$ cat config.mk
export PLATFORM = sky130hd
export DESIGN_NAME = timed_power_output_controller_top
export DESIGN_NICKNAME = d
export VERILOG_FILES = /design/src/rtl/core/tpoc_pkg.sv /design/src/rtl/core/timed_power_output_controller_top.sv
export SDC_FILE = /design/constraint.sdc
export NUM_CORES = 1
export LEC_CHECK = 0
export BUFFER_PORTS_ARGS = -buffer_cell sky130_fd_sc_hd__buf_2
export CORE_ASPECT_RATIO = 0.6
export CORE_UTILIZATION = 32
export DETAILED_ROUTE_END_ITERATION = 6
export PLACE_DENSITY_LB_ADDON = 0.3
export SLEW_MARGIN = 40
export SYNTH_ARGS = -nofsm -noshare
export SYNTH_HDL_FRONTEND = slang
export SYNTH_SLANG_ARGS = --single-unit
$ cat constraint.sdc
create_clock -name clk -period 5.9 [get_ports clk]
set_clock_uncertainty 0.1 [all_clocks]
set_input_delay 0.295 -clock clk [delete_from_list [all_inputs] [get_ports clk]]
set_output_delay 0.295 -clock clk [all_outputs]
set_load 0.03 [all_outputs]
$ cat src/rtl/core/tpoc_pkg.sv
// Types and constants shared by the timed power output controller.
// Holds the transaction structs, event and report codes, register indexes
// and timer constants. No dependencies.
package tpoc_pkg;

  // Input transaction: one bus event or one-second tick
  typedef struct packed {
    logic [2:0]  mode;
    logic [7:0]  group_id;
    logic        wake_kind;
    logic [15:0] wake_seconds;
  } tpoc_in_t;

  // Output transaction: state report, query reply or wake details reply
  typedef struct packed {
    logic [1:0]  report_kind;
    logic [7:0]  report_group;
    logic        output_on;
    logic        pin_level;
    logic        relay_pulse;
    logic [7:0]  minutes_left;
    logic [15:0] seconds_left;
  } tpoc_out_t;

  // Event codes
  localparam logic [2:0] MODE_TICK        = 3'd0;
  localparam logic [2:0] MODE_BUTTON_DOWN = 3'd1;
  localparam logic [2:0] MODE_GROUP_ON    = 3'd2;
  localparam logic [2:0] MODE_GROUP_OFF   = 3'd3;
  localparam logic [2:0] MODE_QUERY       = 3'd4;
  localparam logic [2:0] MODE_WAKE_SET    = 3'd5;
  localparam logic [2:0] MODE_WAKE_INFO   = 3'd6;

  // Report codes
  localparam logic [1:0] REPORT_STATE     = 2'd0;
  localparam logic [1:0] REPORT_QUERY     = 2'd1;
  localparam logic [1:0] REPORT_WAKE_INFO = 2'd2;

  // Configuration register indexes
  localparam int unsigned CFG_IDX_W = 3;
  localparam logic [CFG_IDX_W-1:0] REG_FEATURE_MODES = 3'd0;
  localparam logic [CFG_IDX_W-1:0] REG_PRIMARY_GROUP = 3'd1;
  localparam logic [CFG_IDX_W-1:0] REG_SECOND_GROUP  = 3'd2;
  localparam logic [CFG_IDX_W-1:0] REG_THIRD_GROUP   = 3'd3;
  localparam logic [CFG_IDX_W-1:0] REG_FOURTH_GROUP  = 3'd4;

  // Feature mode bits
  localparam int unsigned FM_AUTO_OFF   = 0;
  localparam int unsigned FM_DELAYED_ON = 1;
  localparam int unsigned FM_RUN_ON     = 2;
  localparam int unsigned FM_BISTABLE   = 3;

  localparam logic [7:0] GROUP_NONE = 8'd255;

  // Minutes conversion: x / 60 == (x * MIN_RECIP) >> MIN_SHIFT for x < 2**16
  localparam logic [16:0] MIN_RECIP = 17'd69906;
  localparam int unsigned MIN_SHIFT = 22;
  // At or above this countdown the minutes value saturates
  localparam logic [15:0] MIN_SAT_LIMIT = 16'd15240;
  localparam logic [7:0]  MIN_SAT       = 8'd255;

endpackage

$ cat src/rtl/core/timed_power_output_controller_top.sv
// Timed power output controller, top level.
// Depends on tpoc_pkg for transaction types, codes and constants.
// Contains the event step logic and a two-entry result queue.

// Takes one event per clock. Each accepted event updates the countdown,
// pin and relay state in the same cycle and, where it produces a report,
// places it in a two-entry output queue; with the queue empty the report is
// visible on out_data the cycle after acceptance, otherwise it waits behind
// the reports ahead of it. Sustained rate is one event per cycle, set by
// the single step register stage. in_stall rises only when both queue
// entries hold reports that the downstream side has not yet taken.
// Configuration writes are always ready and take effect on the next event.
module timed_power_output_controller_top (
  input  logic                          clk,
  input  logic                          rst,
  input  logic                          in_valid,
  output logic                          in_stall,
  input  tpoc_pkg::tpoc_in_t            in_data,
  output logic                          out_valid,
  input  logic                          out_stall,
  output tpoc_pkg::tpoc_out_t           out_data,
  input  logic                          cfg_valid,
  output logic                          cfg_ready,
  input  logic [tpoc_pkg::CFG_IDX_W-1:0] cfg_index,
  input  logic [7:0]                    cfg_data
);

  // Configuration registers
  logic [3:0] feature_modes;
  logic [7:0] primary_group;
  logic [7:0] second_group;
  logic [7:0] third_group;
  logic [7:0] fourth_group_or_time;

  // Controller state
  logic [15:0] countdown;
  logic        pin_state;
  logic        relay_latched;
  logic        wake_on_pending;
  logic        wake_off_pending;

  logic [15:0] countdown_next;
  logic        pin_state_next;
  logic        relay_latched_next;
  logic        wake_on_pending_next;
  logic        wake_off_pending_next;

  // Result queue
  tpoc_pkg::tpoc_out_t q0;
  tpoc_pkg::tpoc_out_t q1;
  logic                v0;
  logic                v1;

  logic                accept;
  logic                pop;
  logic                push;
  tpoc_pkg::tpoc_out_t res;

  logic        timer_modes;
  logic        bistable;
  logic        match;
  logic [15:0] reload_val;
  logic [32:0] min_prod;
  logic [7:0]  mins;

  assign cfg_ready = 1'b1;
  assign accept    = in_valid && !in_stall;
  assign in_stall  = v1;
  assign out_valid = v0;
  assign out_data  = q0;
  assign pop       = v0 && !out_stall;

  // Decode configuration
  assign timer_modes = |feature_modes[tpoc_pkg::FM_RUN_ON:tpoc_pkg::FM_AUTO_OFF];
  assign bistable    = feature_modes[tpoc_pkg::FM_BISTABLE];

  // Timer reload: seconds when bit 7 is set, else minutes times 60
  assign reload_val = fourth_group_or_time[7]
                    ? {9'd0, fourth_group_or_time[6:0]}
                    : ({2'd0, fourth_group_or_time, 6'd0} - {6'd0, fourth_group_or_time, 2'd0});

  // Group membership
  assign match = (in_data.group_id != tpoc_pkg::GROUP_NONE) &&
                 ((in_data.group_id == primary_group) ||
                  (in_data.group_id == second_group) ||
                  (in_data.group_id == third_group) ||
                  (!timer_modes && in_data.group_id == fourth_group_or_time));

  // Minutes left for a query, saturated
  assign min_prod = {17'd0, countdown} * {16'd0, tpoc_pkg::MIN_RECIP};
  always_comb begin
    if (countdown == 16'd0) begin
      mins = 8'd0;
    end else if (countdown >= tpoc_pkg::MIN_SAT_LIMIT) begin
      mins = tpoc_pkg::MIN_SAT;
    end else begin
      mins = min_prod[tpoc_pkg::MIN_SHIFT +: 8] + 8'd1;
    end
  end

  // Step logic: next state and optional report for the incoming event
  always_comb begin
    logic do_on;
    logic do_off;
    logic pulse;
    logic [15:0] cd_tmp;

    do_on  = 1'b0;
    do_off = 1'b0;
    pulse  = 1'b0;
    cd_tmp = countdown;

    countdown_next        = countdown;
    pin_state_next        = pin_state;
    relay_latched_next    = relay_latched;
    wake_on_pending_next  = wake_on_pending;
    wake_off_pending_next = wake_off_pending;
    push                  = 1'b0;

    res.report_kind  = tpoc_pkg::REPORT_STATE;
    res.report_group = primary_group;
    res.output_on    = 1'b0;
    res.pin_level    = 1'b0;
    res.relay_pulse  = 1'b0;
    res.minutes_left = 8'd0;
    res.seconds_left = 16'd0;

    if (accept) begin
      case (in_data.mode)
        tpoc_pkg::MODE_TICK: begin
          if (countdown == 16'd1) begin
            if (wake_on_pending) begin
              do_on                = 1'b1;
              wake_on_pending_next = 1'b0;
              cd_tmp               = reload_val;
            end else if (wake_off_pending) begin
              do_off                = 1'b1;
              wake_off_pending_next = 1'b0;
            end else if (feature_modes[tpoc_pkg::FM_DELAYED_ON]) begin
              do_on = 1'b1;
            end else if (feature_modes[tpoc_pkg::FM_AUTO_OFF] ||
                         feature_modes[tpoc_pkg::FM_RUN_ON]) begin
              do_off = 1'b1;
            end
          end
          // Count down, never below zero
          if (countdown != 16'd0 && cd_tmp != 16'd0) begin
            countdown_next = cd_tmp - 16'd1;
          end else begin
            countdown_next = cd_tmp;
          end
        end
        tpoc_pkg::MODE_BUTTON_DOWN, tpoc_pkg::MODE_GROUP_ON,
        tpoc_pkg::MODE_GROUP_OFF: begin
          if (match) begin
            if (in_data.mode == tpoc_pkg::MODE_GROUP_OFF ||
                (in_data.mode == tpoc_pkg::MODE_BUTTON_DOWN && pin_state)) begin
              // Falling edge of the group
              if (feature_modes[tpoc_pkg::FM_RUN_ON]) begin
                countdown_next = reload_val;
              end else begin
                do_off         = 1'b1;
                countdown_next = 16'd0;
              end
            end else begin
              // Rising edge of the group
              if (feature_modes[tpoc_pkg::FM_AUTO_OFF]) begin
                do_on          = 1'b1;
                countdown_next = reload_val;
              end else if (feature_modes[tpoc_pkg::FM_DELAYED_ON]) begin
                countdown_next = reload_val;
              end else begin
                do_on          = 1'b1;
                countdown_next = 16'd0;
              end
            end
          end
        end
        tpoc_pkg::MODE_QUERY: begin
          if (match) begin
            push             = 1'b1;
            res.report_kind  = tpoc_pkg::REPORT_QUERY;
            res.report_group = in_data.group_id;
            res.minutes_left = mins;
          end
        end
        tpoc_pkg::MODE_WAKE_SET: begin
          if (match && in_data.group_id == primary_group) begin
            if (in_data.wake_kind) begin
              wake_off_pending_next = 1'b1;
            end else begin
              wake_on_pending_next = 1'b1;
            end
            countdown_next = in_data.wake_seconds;
            if (in_data.wake_kind || wake_off_pending) begin
              do_on = 1'b1;
            end
          end
        end
        tpoc_pkg::MODE_WAKE_INFO: begin
          if (match && in_data.group_id == primary_group) begin
            push             = 1'b1;
            res.report_kind  = tpoc_pkg::REPORT_WAKE_INFO;
            res.seconds_left = countdown;
          end
        end
        default: begin
        end
      endcase
    end

    // Apply switching
    if (do_on) begin
      push = 1'b1;
      if (bistable) begin
        relay_latched_next = !relay_latched;
        pin_state_next     = 1'b0;
        pulse              = 1'b1;
      end else begin
        pin_state_next = 1'b1;
      end
    end else if (do_off) begin
      push           = 1'b1;
      pin_state_next = 1'b0;
    end

    res.relay_pulse = pulse;
    res.pin_level   = pin_state_next;
    res.output_on   = bistable ? relay_latched_next : pin_state_next;
  end

  // Configuration writes
  always_ff @(posedge clk) begin
    if (rst) begin
      feature_modes        <= 4'd0;
      primary_group        <= tpoc_pkg::GROUP_NONE;
      second_group         <= tpoc_pkg::GROUP_NONE;
      third_group          <= tpoc_pkg::GROUP_NONE;
      fourth_group_or_time <= tpoc_pkg::GROUP_NONE;
    end else if (cfg_valid && cfg_ready) begin
      case (cfg_index)
        tpoc_pkg::REG_FEATURE_MODES: feature_modes        <= cfg_data[3:0];
        tpoc_pkg::REG_PRIMARY_GROUP: primary_group        <= cfg_data;
        tpoc_pkg::REG_SECOND_GROUP:  second_group         <= cfg_data;
        tpoc_pkg::REG_THIRD_GROUP:   third_group          <= cfg_data;
        tpoc_pkg::REG_FOURTH_GROUP:  fourth_group_or_time <= cfg_data;
        default: begin
        end
      endcase
    end
  end

  // Controller state
  always_ff @(posedge clk) begin
    if (rst) begin
      countdown        <= 16'd0;
      pin_state        <= 1'b0;
      relay_latched    <= 1'b0;
      wake_on_pending  <= 1'b0;
      wake_off_pending <= 1'b0;
    end else begin
      countdown        <= countdown_next;
      pin_state        <= pin_state_next;
      relay_latched    <= relay_latched_next;
      wake_on_pending  <= wake_on_pending_next;
      wake_off_pending <= wake_off_pending_next;
    end
  end

  // Result queue control: push never coincides with a full queue
  always_ff @(posedge clk) begin
    if (rst) begin
      v0 <= 1'b0;
      v1 <= 1'b0;
    end else begin
      if (pop && push) begin
        v0 <= 1'b1;
      end else if (pop) begin
        v0 <= v1;
        v1 <= 1'b0;
      end else if (push) begin
        if (v0) begin
          v1 <= 1'b1;
        end else begin
          v0 <= 1'b1;
        end
      end
    end
  end

  // Result queue payload
  always_ff @(posedge clk) begin
    if (pop && push) begin
      q0 <= res;
    end else if (pop) begin
      q0 <= q1;
    end else if (push) begin
      if (v0) begin
        q1 <= res;
      end else begin
        q0 <= res;
      end
    end
  end

  // Second queue entry is only ever filled behind the head
  a_queue_order: assert property (@(posedge clk) disable iff (rst) v1 |-> v0)
    else $error("result queue holds a second entry without a head");

  // A tick on an idle timer leaves it idle
  a_no_wrap: assert property (@(posedge clk) disable iff (rst)
      (accept && in_data.mode == tpoc_pkg::MODE_TICK && countdown == 16'd0)
      |=> countdown == 16'd0)
    else $error("countdown wrapped below zero");

  // A relay pulse report goes with a toggle of the latched relay
  a_pulse_toggle: assert property (@(posedge clk) disable iff (rst)
      (push && res.relay_pulse) |=> relay_latched != $past(relay_latched))
    else $error("relay pulse without relay toggle");

  // Pending wake-on fires and clears when the countdown expires
  a_wake_clear: assert property (@(posedge clk) disable iff (rst)
      (accept && in_data.mode == tpoc_pkg::MODE_TICK && countdown == 16'd1 &&
       wake_on_pending) |=> !wake_on_pending)
    else $error("wake-on pending not cleared on expiry");

endmodule

### After elaboration in Yosys (flattened, before gate mapping)

Index checks and enable logic that the tools add are counted.

* word-level logic and storage cells: 177
* register bits after elaboration: 132
* input port bits: 44
* output and inout port bits: 40

* bitwise gates (word level): 2
* add/subtract/negate cells: 3
* multiply operators: 1
* equal/unequal tests: 23
* reductions and logical operators: 41
* $lt $le $gt $ge: 1
* mux-type cells: 80

Operators with widths (count)
* $mux 16: 14
* $mux 37: 4
* $pmux 16 s3: 1
* $mux 1: 46
* $mux 8: 5
* $eq 8x8->1: 4
* $reduce_bool 16->1: 2
* $mul 16x16->29 const B: 1
* $mux 24: 1
* $eq 16x1->1 const B: 1
* $ge 16x14->1 const B: 1
* $logic_not 16->1: 1
* $sub 16x1->16 const B: 1
* $sub 14x10->15: 1
* $eq 3x2->1 const B: 4
* $eq 3x3->1 const B: 4
* $ne 2x2->1 const B: 6
* $reduce_and 2->1: 6
* $mux 10: 1
* $mux 9: 1
* $add 8x1->8 const B: 1
* $logic_and 1x1->1: 8
* $ne 8x8->1 const B: 1
* $pmux 1 s2: 4
* 16 further kinds: 32

### Longest topological paths before layout

* depth after elaboration: 15
* depth in mapped cells: 21

### Least setup slack after synthesis

Ideal clock, no wire load.

* kind: reg-to-reg
* from: reg countdown[2]
* to: reg q0 (netlist bit out_data[22]), data pin
* data required time: 5.531 ns
* period minus slack after synthesis: 5.079 ns
* arrival: 4.710 ns
* slack: 0.821 ns
* stages on the path, launching flop included: 21
* path through: dfxtp_1 -> ha_1 -> fa_1 -> inv_1 -> fa_1 -> inv_1 -> ha_1 -> ha_1 -> ha_1 -> a211o_1 -> a2111oi_0 -> o21a_1 -> o21ai_0 -> and2_1 -> inv_1 -> ha_1 -> nand2_1 -> nor4_1 -> xnor3_1 -> nor2_1 -> o31ai_1

* word-level cells in the longest chain between the ends: 11
* elaborated cells on any way between the ends: 23
* those cells by class: add/sub: 1; mul: 1; order compare: 1; eq/ne: 1; mux: 17; reduce/logical: 2

Ends and longest elaborated chain
* start: declaration: RTL line timed_power_output_controller_top.sv:36 `logic [15:0] countdown;`
* start signal: assignment: RTL line timed_power_output_controller_top.sv:262 `countdown <= countdown_next;`
* $mul 16x16->29: RTL line timed_power_output_controller_top.sv:90 `assign min_prod = {17'd0, countdown} * {16'd0, tpoc_pkg::MIN_RECIP};`
* $add 8x1->8: RTL line timed_power_output_controller_top.sv:97 `mins = min_prod[tpoc_pkg::MIN_SHIFT +: 8] + 8'd1;`
* $mux 8: RTL line timed_power_output_controller_top.sv:94 `end else if (countdown >= tpoc_pkg::MIN_SAT_LIMIT) begin`
* $mux 8: RTL line timed_power_output_controller_top.sv:92 `if (countdown == 16'd0) begin`
* $mux 8: RTL line timed_power_output_controller_top.sv:180 `if (match) begin`
* $mux 8: RTL line timed_power_output_controller_top.sv:129 `case (in_data.mode)`
* $mux 24: RTL line timed_power_output_controller_top.sv:128 `if (accept) begin`
* $mux 37: RTL line timed_power_output_controller_top.sv:298 `if (v0) begin`
* $mux 37: RTL line timed_power_output_controller_top.sv:297 `end else if (push) begin`
* $mux 37: RTL line timed_power_output_controller_top.sv:295 `end else if (pop) begin`
* $mux 37 (*): RTL line timed_power_output_controller_top.sv:293 `if (pop && push) begin`
* end signal: assignment: RTL line timed_power_output_controller_top.sv:294 `q0 <= res;`
* end signal: assignment: RTL line timed_power_output_controller_top.sv:296 `q0 <= q1;`
* end signal: assignment: RTL line timed_power_output_controller_top.sv:301 `q0 <= res;`
* end: declaration: RTL line timed_power_output_controller_top.sv:49 `tpoc_pkg::tpoc_out_t q0;`

Mark *: on every way between the ends. The rest lies on a longest branch, timed or not. The select of a mux whose other input is x is not followed.
A chain may end at the register's enable or synchronous reset.

### Final worst setup path

* from: reg countdown[4]
* to: reg q0 (netlist bit out_data[22]), data pin

Same word-level chain as after synthesis.

==> results.yml <==
placed_design:
  dp_hpwl_mm: 21.3
  gp_congestion: 0.918
  io_buffers: 82
drt:
  drc_errors: 0
  firstDrtPassIters: 5
  antenna_left: 0
  via_count: 7800
  drt_iter0_markers: 648
  wl_mm: 27.5
  vias_per_cell: 5.16
  routedWlPerCell_um: 18.2
min_path:
  hold_class: "in2reg"
  hold_path_depth: 3
setup_path:
  path_common_cell: "ha_1"
  crit_family: "adder cells"
  cpPeakStageDelay_ps: 510
  path_cells: "ha_1 > ha_1 > inv_1 > fa_1 > fa_1 > inv_1 > ha_1 > ha_1 > o21a_1 > o21ai_0 > a21oi_1 > nor3b_2 > xor2_1 > inv_1 > ha_1 > nand2_1 > nor4_1 > xnor3_1 > nor2_1 > o31ai_1"
  worstPathArrival_ps: 5560
  worst_path_max_delay_cell: "dfxtp_1"
  path_class: "reg2reg"
  critical_path_peak_fanout: 8
  worstPathRequired_ps: 5980
  crit_path_end_kind: "flip-flop"
  reg2regPathDepth: 20
  path_depth: 20
  cp_num_buf_inv: 3
  cp-start-kind: "flip-flop"
floorplanning:
  die-width_um: 226
  die_y_um: 136
  core_area_um2: 29100
  die_area_um2: 30800
  ios: 84
  row_count: 48
  start_util_pct: 33.0
global_routing:
  antenna_found_initial: 0
  grt_max_degree: 60
  grt_remaining_overflow: 0
  grt_pass1_vias: 7009
  grt_usage_pct: 18.4
  grt_pass1_wl_mm: 41.9
cts:
  cts_root_buffer: "clkbuf_16"
  cts_buffers: 17
  cts_sinks: 132
  clock_latency_ps: 440
  cts_buffer_depth: 2
  cts_max_level: 4
  hold_buffers: 0
  cts_tree: "built"
  clk_pin_slew_ps: 70
timing:
  setup-violations-final: 0
  finalHoldViolations: 0
  max_slew_margin_pct: 43.1
  whs_ps: 42.3
  tightest_slew_ps: 848
  slew_viol_final: 0
  setup_tns_ps: 0
  finalCriticalPeriod_ps: 5480
  rsz0062_at_grt: "false"
  finalCritPeriodShare_pct: 92.9
  fmax_mhz: 182
outcome:
  outcome: "finished, final reports clean"
logic_synthesis:
  ys_seq_area_share_pct: 35.2
  yosys.cell_types.count: 78
  postSynthCellCount: 1024
  synth_edf_count: 74
  syn_area_um2: 9620
  synth_seq_cells: 132
  ys.flop_type: "edfxtp_1"
  yosysWarnings: 0
  synth-async-reset-ratio_pct: 0
  syn_avg_cell_area_um2: 9.40
  syn_nets: 1185
power:
  p_leak_nw: 4.89
  ir_drop_uv: 215
  cellPowerDensity_nw_per_um2: 226
job:
  drv_cap: 0
layout:
  synthToLayoutAreaGrowth_pct: 15.3
  fillers: 2970
  n_antenna_cell: 0
  drive_above_1_share_pct: 17.2
  fin_nets: 1261
[what timing repair did]
action / in CTS / in global routing
setup buffers: 0 / 0
resized for setup: 0 / 1
setup endpoints to repair: 0 / 5
[flip-flops by register name, summed over array words and instances, names as in the netlist]
register	count
second_group	8
pin_state	1
out_valid	1
relay_latched	1
countdown	16
wake_off_pending	1
primary_group	8
fourth_group_or_time	8
in_stall	1
feature_modes	4
q1	37
out_data	37
third_group	8
wake_on_pending	1
[worst register-to-register path, stage by stage, from the launching register on]
cell     delay, ps
dfxtp_1        510
ha_1           330
ha_1           330
inv_1           60
fa_1           450
fa_1           490
inv_1           40
ha_1           300
ha_1           330
o21a_1         180
o21ai_0        390
a21oi_1        100
nor3b_2        340
xor2_1         160
inv_1          100
ha_1           180
nand2_1         70
nor4_1         240
xnor3_1        280
nor2_1         150
o31ai_1        100
[placed cells by master (no fill, tap or decap), drive strengths merged, types with 8 or more instances in the layout]
master / instances
a211oi: 10
ha: 98
a21oi: 41
a21o: 8
edfxtp: 74
nand3: 20
a211o: 19
nor2b: 20
nor4: 21
nand3b: 16
mux2: 23
nor2: 101
xnor2: 27
nor3: 18
and2: 22
inv: 72
nand2: 118
clkbuf: 17
xor2: 39
o31ai: 8
a221oi: 8
fa: 19
dfxtp: 58
buf: 110
o21ai: 29
[synth_stat cells (all sizes together), types with 3 or more instances]
cell,instances,area [um^2]
xor2,39,342
nor3,18,90.1
a211o,19,166
a311oi,4,35.0
xnor2,27,236
inv,62,233
nor3b,6,45.0
a31oi,7,43.8
a32oi,3,26.3
a221oi,8,88.8
ha,98,1230
o22a,3,26.3
mux2,23,259
and2,22,138
mux2i,6,60.1
fa,19,380
nand2b,7,43.8
nand3b,16,120
nand3,20,100
and4,6,52.6
a22oi,6,45.0
o21ai,29,145
o21a,6,45.0
clkbuf,44,165
a21oi,41,220
edfxtp,74,2220
a211oi,10,75.1
nor2b,20,125
or3,6,42.5
o31ai,8,60.1
a2111oi,3,45.1
nand2,118,443
a21o,8,60.1
o211ai,4,30.0
nand4,7,43.8
nor2,101,382
and3,7,43.8
dfxtp,58,1160
nor4,21,183
buf,9,70.1
[power breakdown]
part	switching, W	internal [W]	total, W
logic	0.000298	0.000185	0.000483
clock network	0.000470	0.000553	0.00102
registers	0.0000198	0.000979	0.000999
total	0.000787	0.00172	0.00251
[stage by stage]
step	setup WS, ps	util [%]	area [um^2]	instances	total power, W
after floorplan	821	-	9620	1024	0.00135
after global placement	463	36.1	10500	1481	0.00149
after detailed placement	277	36.1	10500	1481	0.00149
after CTS	255	38.1	11100	1513	0.00252
after global routing	98.9	38.1	11100	1513	0.00261
final	417	38.1	11100	1513	0.00251
[path summary, 6_finish.rpt]
check                 startpoint              to  slack, ps
setup reg to reg    countdown[4]    out_data[22]        420
hold / removal       in_data[15]   countdown[15]         40
setup / recovery    countdown[4]    out_data[22]        420
hold reg to reg   third_group[3]  third_group[3]        390
[per-layer routing]
layer	vias to the layer above	track usage (%)	wire length [um]
met1	3702	29.9	14800
met2	254	22.0	10100
met3	19	5.55	2420
met4	2	4.35	207
li1	3823	-	-
met5	-	1.13	45
[area by class of cell]
type                       instances  area, um^2  share of cell area (%)
inverter                          62         233                    2.10
clock buffer                      17         425                    3.83
sequential                       132        3380                    30.5
tap                              400         500                    4.51
timing repair buffer             110         621                    5.59
clock inverter                    15         131                    1.18
multi-input combinational        777        5800                    52.3
[cell families (layout without fill, tap and decap cells)]
family	Yosys count	in the layout	share of synthesized area [%]
compound gates	179	179	13.5
xor+xnor	67	67	6.24
fa+ha+maj	117	117	16.7
buf+inv	115	204	4.86
flops	132	132	35.2
mux	29	29	3.32
other cells	1	1	0.0390
simple gates	384	384	20.2
Power figures use the tool's default switching activity.
